### src/rmsp_pkg.sv
`default_nettype none
package rmsp_pkg;
    localparam int STACK_DEPTH = 64;
    localparam int ADDR_BITS   = 16;
    localparam int SP_BITS     = $clog2(STACK_DEPTH);
    localparam int TOP_BITS    = SP_BITS + 1;
    localparam int MEM_WORDS   = 1 << ADDR_BITS;

    localparam logic [2:0] OP_CALL   = 3'd0;
    localparam logic [2:0] OP_RETURN = 3'd1;
    localparam logic [2:0] OP_READ   = 3'd2;
    localparam logic [2:0] OP_WRITE  = 3'd3;
    localparam logic [2:0] OP_ADD    = 3'd4;

    typedef struct packed {
        logic [2:0]  op;
        logic [31:0] func_id;
        logic [15:0] addr;
        logic [15:0] length;
        logic [31:0] cost_in;
    } req_t;

    typedef struct packed {
        logic [31:0]        out_func_id;
        logic [31:0]        call_stamp;
        logic signed [31:0] read_size;
        logic [47:0]        total_cost;
        logic               is_root;
    } rsp_t;

    // controller -> datapath commands
    typedef struct packed {
        logic load;          // latch request
        logic do_call;
        logic ret_rd;        // start return: add cost_in to top frame
        logic ret_wr;        // finish return
        logic do_add;
        logic clr_step;      // write zero at clear address
        logic byte_rd;       // write current stamp at cursor while its old stamp is read out
        logic byte_chk;      // compare old stamp, update top
        logic srch_step;
        logic srch_dec;      // apply decrement at search index
        logic advance;       // next byte
        logic out_take;
    } cmd_t;

    typedef struct packed {
        logic [2:0] op;
        logic       empty;
        logic       full;
        logic       len_zero;
        logic       last_byte;
        logic       clr_done;
        logic       need_srch;
        logic       srch_hit;
        logic       srch_end;
        logic       out_busy;
    } sts_t;
endpackage
`default_nettype wire

### src/rmsp_ctrl.sv
`default_nettype none
module rmsp_ctrl (
    input  wire logic          clk,
    input  wire logic          rst_n,
    input  wire logic          in_valid,
    output logic               in_stall,
    input  wire logic          out_stall,
    input  wire logic          enable,
    input  wire rmsp_pkg::sts_t sts,
    output rmsp_pkg::cmd_t     cmd
);
    import rmsp_pkg::*;

    typedef enum logic [3:0] {
        S_CLEAR, S_IDLE, S_DISPATCH, S_RET, S_RD_ISSUE, S_RD_CHECK,
        S_SEARCH, S_OUT_WAIT
    } state_t;

    state_t state_reg;
    state_t state_next;

    always_comb
    begin
        cmd        = '0;
        state_next = state_reg;
        in_stall   = 1'b1;
        cmd.out_take = sts.out_busy && !out_stall;
        case (state_reg)
            S_CLEAR:
            begin
                if (sts.clr_done)
                begin
                    state_next = S_IDLE;
                end
                else
                begin
                    cmd.clr_step = 1'b1;
                end
            end
            S_IDLE:
            begin
                in_stall = 1'b0;
                if (in_valid && enable)
                begin
                    cmd.load   = 1'b1;
                    state_next = S_DISPATCH;
                end
            end
            S_DISPATCH:
            begin
                state_next = S_IDLE;
                case (sts.op)
                    OP_CALL:
                    begin
                        cmd.do_call = !sts.full;
                    end
                    OP_RETURN:
                    begin
                        if (!sts.empty)
                        begin
                            if (sts.out_busy && out_stall)
                            begin
                                state_next = S_DISPATCH;
                            end
                            else
                            begin
                                cmd.ret_rd = 1'b1;
                                state_next = S_RET;
                            end
                        end
                    end
                    OP_READ, OP_WRITE:
                    begin
                        if (!sts.len_zero && !(sts.op == OP_READ && sts.empty))
                        begin
                            state_next = S_RD_ISSUE;
                        end
                    end
                    OP_ADD:
                    begin
                        cmd.do_add = !sts.empty;
                    end
                    default:
                    begin
                        state_next = S_IDLE;
                    end
                endcase
            end
            S_RET:
            begin
                cmd.ret_wr   = 1'b1;
                cmd.out_take = 1'b0;
                state_next   = S_IDLE;
            end
            S_RD_ISSUE:
            begin
                // read old stamp and write the new one in the same cycle
                cmd.byte_rd = 1'b1;
                if (sts.op == OP_READ)
                begin
                    state_next = S_RD_CHECK;
                end
                else
                begin
                    cmd.advance = 1'b1;
                    if (sts.last_byte)
                    begin
                        state_next = S_IDLE;
                    end
                end
            end
            S_RD_CHECK:
            begin
                cmd.byte_chk = 1'b1;
                if (sts.need_srch)
                begin
                    state_next = S_SEARCH;
                end
                else
                begin
                    cmd.advance = 1'b1;
                    state_next  = sts.last_byte ? S_IDLE : S_RD_ISSUE;
                end
            end
            S_SEARCH:
            begin
                // walk older frames down to the nearest one that saw the byte
                if (sts.srch_hit || sts.srch_end)
                begin
                    cmd.srch_dec = sts.srch_hit;
                    cmd.advance  = 1'b1;
                    state_next   = sts.last_byte ? S_IDLE : S_RD_ISSUE;
                end
                else
                begin
                    cmd.srch_step = 1'b1;
                end
            end
            default:
            begin
                state_next = S_IDLE;
            end
        endcase
    end

    always_ff @(posedge clk or negedge rst_n)
    begin
        if (!rst_n)
        begin
            state_reg <= S_CLEAR;
        end
        else
        begin
            state_reg <= state_next;
        end
    end
endmodule
`default_nettype wire

### config.mk
export PLATFORM = sky130hd
export DESIGN_NAME = rmsp_ctrl
export DESIGN_NICKNAME = d
export VERILOG_FILES = /design/src/rmsp_pkg.sv /design/src/rmsp_ctrl.sv
export SDC_FILE = /design/constraint.sdc
export NUM_CORES = 1
export LEC_CHECK = 0
export BUFFER_PORTS_ARGS = -buffer_cell sky130_fd_sc_hd__buf_4
export CORE_AREA = 5 5 42 44
export CTS_BUF_LIST = sky130_fd_sc_hd__clkbuf_8
export DETAILED_ROUTE_END_ITERATION = 10
export DIE_AREA = 0 0 47 49
export SYNTH_ARGS = -nofsm -noshare
export SYNTH_HDL_FRONTEND = slang
export SYNTH_SLANG_ARGS = --single-unit
### constraint.sdc
create_clock -name clk -period 4.6 [get_ports clk]
set_input_delay 0.92 -clock clk [delete_from_list [all_inputs] [get_ports clk]]
set_output_delay 0.92 -clock clk [all_outputs]
set_load 0.1 [all_outputs]
==> results of run 1 <==
[placed cells by master (no fill, tap or decap)]
cell type / count
a22oi_1: 2
a21oi_1: 3
nand2_1: 6
o211ai_1: 1
a311o_1: 1
and2_1: 3
nor2b_1: 2
nor2_1: 5
nand4_1: 1
dfrtp_1: 3
a31oi_1: 1
nor4b_1: 1
nand3b_1: 2
nor4_2: 1
or3b_2: 1
or4_1: 1
and3_1: 1
and4b_4: 1
inv_1: 3
o31ai_1: 2
clkbuf_8: 3
o22ai_1: 1
o21bai_1: 1
nand3_1: 1
or3_1: 1
o21ai_0: 3
nor3_1: 1
or3b_1: 2
nand2b_1: 2
buf_4: 29
nor3b_1: 3
[per-stage QoR]
step | worst slack (ns) | std cells
detailed placement | 1.57 | 100
global route | 1.52 | 104
global placement | 1.57 | 100
floorplan | 0.165 | 58
CTS | 1.56 | 104
finish | 1.57 | 104
[how the worst max path moves through the flow]
stage | end | cells after the start | start
after global routing | cmd[1] | 6 | sts[9]
final | cmd[1] | 6 | sts[9]
after floorplan | cmd[7] | 2 | sts[10]
after CTS | cmd[1] | 6 | sts[9]
after global placement | cmd[1] | 6 | sts[9]
after detailed placement | cmd[1] | 6 | sts[9]
[power by group]
group          leakage [nW]  internal, mW  switching [mW]
clock network        0.0269        0.0570          0.0194
registers            0.0373        0.0385          0.0378
logic                 0.262        0.0941           0.234
total                 0.326         0.190           0.291
[metal layers]
metal / part of all wire, % / vias to the layer above / global-route usage (%)
li1: - / 276 / -
met1: 44 / 236 / 15.2
met2: 46 / 21 / 17.4
met3: 8.5 / 2 / 7.01
met4: 1.2 / 0 / 5.53
met5: 0 / - / 0
[cell type report]
cell class,count,share of cell area [%]
Inverter,2,1.10
Multi-Input combinational cell,50,46.5
Clock inverter,1,0.549
Sequential cell,3,11.0
Clock buffer,3,6.04
Tap cell,16,2.93
Timing Repair Buffer,29,31.9
[worst max-delay path, delay by kind of cell]
family	cells	cell delay (ns)
buffers and inverters	2	0.35
AOI/OAI and AO/OA	2	0.27
and+or+nand+nor	2	0.58
[cells by family (layout without fill, tap and decap cells)]
group | count (synthesis) | count (layout) | share of synthesized area [%]
AOI/OAI and AO/OA | 15 | 15 | 23.4
buffers and inverters | 5 | 35 | 7.21
and+or+nand+nor | 35 | 35 | 51.4
DFF | 3 | 3 | 18.0
==> results.json, run 1 <==
{
  "status": "completed",
  "period_needed_ns": 3.03,
  "synth_top_area_cell": "dfrtp_1",
  "routed_wl_mm": 1.30,
  "relSlewSlack_pct": 68.4,
  "fin_setup_tns_ns": 0,
  "grt.overflow.total": 0,
  "fillers": 150,
  "ant_nets": 0,
  "final_cell_area_um2": 683,
  "root_buffer": "clkbuf_8",
  "clk_latency_ns": 0.22,
  "setup_viol": 0,
  "critPathCaptureType": "output port",
  "reg2reg_to": "state_reg[0]",
  "dieArea_um2": 2300,
  "post_cts_buffers": 0,
  "cp.required_ns": 3.68,
  "reg2regPathDepth": 4,
  "post_synth.cell_area_avg_um2": 7.18,
  "drtPass1Iterations": 3,
  "cap_violations": 0,
  "synthFlopType": "dfrtp_1",
  "hold_buffers": 0,
  "syn2layout_area_growth_pct": 64.0,
  "drive_above_1_share_pct": 39.8,
  "p_per_area_nw_per_um2": 704,
  "maxSlewViolCount": 0,
  "initial_core_util_pct": 29.7,
  "ys_seq_area_share_pct": 18.0,
  "row_count": 14,
  "vdd.ir_drop.worst_uv": 323,
  "grt_pass1_vias": 506,
  "ys_types": 32,
  "crit_fanout": 4,
  "hold_viol_final": 0,
  "tritoncts": "built",
  "async_flop_share_pct": 100,
  "place_congestion": 0.775,
  "yosysMostFrequentCell": "nand2_1",
  "syn_nets": 75,
  "grt_usage_pct": 12.5,
  "numCtsBuffers": 3,
  "path_cells": "buf_4 -> or3b_1 -> o21ai_0 -> o22ai_1 -> and2_1 -> buf_4",
  "r2r_slack_ns": 2.90,
  "ys_ff_latch": 3,
  "cts_resized": 0,
  "core_um2": 1400,
  "via_per_inst": 5.14,
  "num_io_pins": 30,
  "remaining_drc_errors": 0,
  "grt_max_degree": 17,
  "diodes": 0,
  "rsz0062_at_grt": "false",
  "cp_slowest_stage_delay_ns": 0.42,
  "worst_pin_slew_ns": 0.467,
  "place_area_um2": 638,
  "grt_antenna_before_repair": 0,
  "p_leak_nw": 0.326,
  "syn_area_um2": 417,
  "vias": 535,
  "min_path_type": "in2async",
  "synth_top_area_share_pct": 18.0,
  "cts_sinks": 3,
  "clk_pin_slew_ns": 0.03,
  "hold_ws_ns": 0.478,
  "synth.top_cells.by_area": "dfrtp_1 (18%), nand2_1 (5.4%), nor3b_1 (5.4%), and2_1 (4.5%), nor2_1 (4.5%)",
  "timing.final.crit_share_pct": 66.0,
  "synth_common_cells": "nand2_1 (6), nor2_1 (5)",
  "crit_top_cell": "buf_4",
  "fp.dieW_um": 47,
  "max_freq_mhz": 330,
  "cts_max_level": 1,
  "clk_path_buf_depth": 2,
  "final_nets": 106,
  "seqCellArea_um2": 75.1,
  "startpoint_type": "input port",
  "critPathSlowestCell": "or3b_1",
  "finalClockSkew_ns": 0.00493,
  "synth_edf_count": 0,
  "grt_pass1_wl_mm": 2.06,
  "multi_input_area_um2": 318,
  "chipHeight_um": 49,
  "place_hpwl_mm": 1.03,
  "post-route-util_pct": 48.8,
  "crit-reg2reg-launch": "state_reg[0]",
  "crit_type": "in2out",
  "finalPower_mw": 0.481,
  "drt_iter0_drc": 10,
  "syn_inst": 58,
  "wl_per_cell_um": 12.5,
  "yosys_warnings": 0,
  "critical_path_arrival_ns": 2.11,
  "largest_reg_flops": 3,
  "io_buffers": 29
}
Note: power is estimated with default switching activity, not from simulation.
==> run 2: changes to the inputs <==
- ABC_AREA: not set -> 1
- CORE_AREA: 5 5 42 44 -> not set
- CORE_MARGIN: not set -> 5
- CORE_UTILIZATION: not set -> 40
- DIE_AREA: 0 0 47 49 -> not set
- PLACE_DENSITY: not set -> 0.76
- clock period: 4.6 -> 2.7 ns (I/O delays scaled with it)
==> run 2 against run 1 <==
Against the previous run:
- sequential power increased by 35%
- die area decreased by 5.2%
- setup slack got worse by 1.0 ns
- critical endpoint unchanged
- largest cell class unchanged
- final area increased by 19%
- sequential share of layout area decreased by 1.7 points
==> results.json, run 2 <==
{
  "drt_iter0_drc": 6,
  "period_needed_ns": 2.13,
  "tritoncts": "built",
  "final_nets": 136,
  "vias": 624,
  "max_freq_mhz": 469,
  "r2r_slack_ns": 1.38,
  "cp_slowest_stage_delay_ns": 0.58,
  "synth_top_area_share_pct": 15.3,
  "grt_max_degree": 10,
  "syn2layout_area_growth_pct": 50.6,
  "via_per_inst": 4.69,
  "p_seq_share_pct": 15.0,
  "fin_setup_tns_ns": 0,
  "relSlewSlack_pct": 72.3,
  "finalPower_mw": 0.683,
  "clk_latency_ns": 0.21,
  "cp.required_ns": 2.16,
  "post_cts_buffers": 0,
  "remaining_drc_errors": 0,
  "chipHeight_um": 46.7,
  "reg2reg_to": "state_reg[0]",
  "synth_top_area_cell": "nand2_1",
  "yosys_warnings": 0,
  "cap_violations": 0,
  "place_congestion": 0.748,
  "drtPass1Iterations": 4,
  "cts_resized": 0,
  "intPower_mw": 0.274,
  "setup_viol": 0,
  "maxSlewViolCount": 0,
  "fp.dieW_um": 46.7,
  "critPathSlowestCell": "dfrtp_1",
  "post-route-util_pct": 63.2,
  "numCtsBuffers": 3,
  "syn_inst": 87,
  "wl_per_cell_um": 10.6,
  "crit-reg2reg-launch": "state_reg[2]",
  "place_ws_ns": 0.761,
  "grt_pass1_vias": 575,
  "timing.final.crit_share_pct": 79.0,
  "largest_reg_flops": 3,
  "hold_viol_final": 0,
  "place_area_um2": 767,
  "num_io_pins": 30,
  "initial_core_util_pct": 42.0,
  "grt_pass1_wl_mm": 2.27,
  "diodes": 0,
  "swShare_pct": 59.8,
  "placed_cells": 129,
  "critPathCaptureType": "output port",
  "ys_types": 21,
  "crit_fanout": 9,
  "cts_max_level": 1,
  "synthFlopType": "dfrtp_1",
  "io_buffers": 29,
  "reg2regPathDepth": 7,
  "syn_nets": 104,
  "path_cells": "inv_1 -> nor2_4 -> nand2_1 -> o211ai_1 -> buf_4",
  "final_common_cell": "buf_4",
  "power_frac_clock_pct": 18.2,
  "async_flop_share_pct": 100,
  "grt.overflow.total": 0,
  "pwr-share-comb_pct": 66.7,
  "drive_above_1_share_pct": 49.2,
  "crit_type": "reg2out",
  "finalClockSkew_ns": 0.00328,
  "grt_antenna_before_repair": 0,
  "power_switching_mw": 0.408,
  "ant_nets": 0,
  "startpoint_type": "flip-flop",
  "stdcell_count": 133,
  "hold_ws_ns": 0.109,
  "rsz0062_at_grt": "false",
  "grt_usage_pct": 13.9,
  "min_path_type": "in2async",
  "yosysMostFrequentCell": "nand2_1",
  "row_count": 13,
  "p_leak_nw": 0.444,
  "ys_ff_latch": 3,
  "routed_wl_mm": 1.41,
  "post_synth.cell_area_avg_um2": 6.20,
  "root_buffer": "clkbuf_8",
  "status": "completed",
  "place_hpwl_mm": 1.20,
  "final_cell_area_um2": 812,
  "clk_path_buf_depth": 2,
  "cts_sinks": 3,
  "syn_area_um2": 539,
  "synth.top_cells.by_area": "nand2_1 (15%), dfrtp_1 (14%), nand3_2 (9.3%), nor2_1 (9.0%), inv_1 (8.4%)",
  "hold_buffers": 0,
  "dieArea_um2": 2180,
  "synth_common_cells": "nand2_1 (22), nor2_1 (13), inv_1 (12)",
  "critical_path_arrival_ns": 1.59,
  "vdd.ir_drop.worst_uv": 546,
  "ys_seq_area_share_pct": 13.9,
  "clk_pin_slew_ns": 0.03,
  "final.setup.worst_slack_ns": 0.567,
  "worst_pin_slew_ns": 0.416,
  "p_per_area_nw_per_um2": 841,
  "core_um2": 1280,
  "final_cell_mix": "buf_4 (29), nand2_1 (22), inv_1 (13)",
  "synth_edf_count": 0
}
## run 2: layout make-up
| cell class | instances | area (um^2) |
|---|---|---|
| repair buffers | 29 | 218 |
| well taps | 15 | 18.8 |
| flip-flops and latches | 3 | 75.1 |
| fillers | 126 | 473 |
| multi-input cells | 64 | 383 |
| inverters | 18 | 72.6 |
| clock buffers | 3 | 41.3 |
| clock inverters | 1 | 3.75 |
## run 2: how the worst max path moves through the flow
| stage | start | cells after the start | to |
|---|---|---|---|
| floorplan | state_reg[0] | 4 | cmd[10] |
| global placement | sts[10] | 5 | cmd[9] |
| detailed placement | sts[10] | 5 | cmd[9] |
| CTS | state_reg[2] | 5 | cmd[1] |
| global route | state_reg[2] | 5 | cmd[1] |
| finish | state_reg[2] | 5 | cmd[1] |
## run 2: metal layers
layer | vias to the layer above | GRT usage, % | share of wire, %
met5 | - | 0 | 0
met4 | 0 | 0 | 0
met3 | 0 | 2.73 | 6.5
met2 | 20 | 25.8 | 50
met1 | 273 | 17.5 | 43
li1 | 331 | - | -
## run 2: critical path, delay by kind of cell, from the launching register on
family,cells,cell delay (ns)
flip-flops,1,0.58
buffers and inverters,2,0.45
AND/OR/NAND/NOR,2,0.26
AO/OA/AOI/OAI,1,0.08
## run 2: logic make-up after synthesis
group / count (synthesis) / share of synthesized area (%)
DFF: 3 / 13.9
buffers and inverters: 20 / 17.6
AOI/OAI and AO/OA: 3 / 3.25
and+or+nand+nor: 61 / 65.2
## run 2: power groups by stage
stage	sequential (mW)	combinational [mW]	clock, mW
floorplan	0.0713	0.411	0
global placement	0.103	0.452	0
detailed placement	0.103	0.455	0
CTS	0.102	0.458	0.126
global route	0.106	0.488	0.135
finish	0.103	0.456	0.124
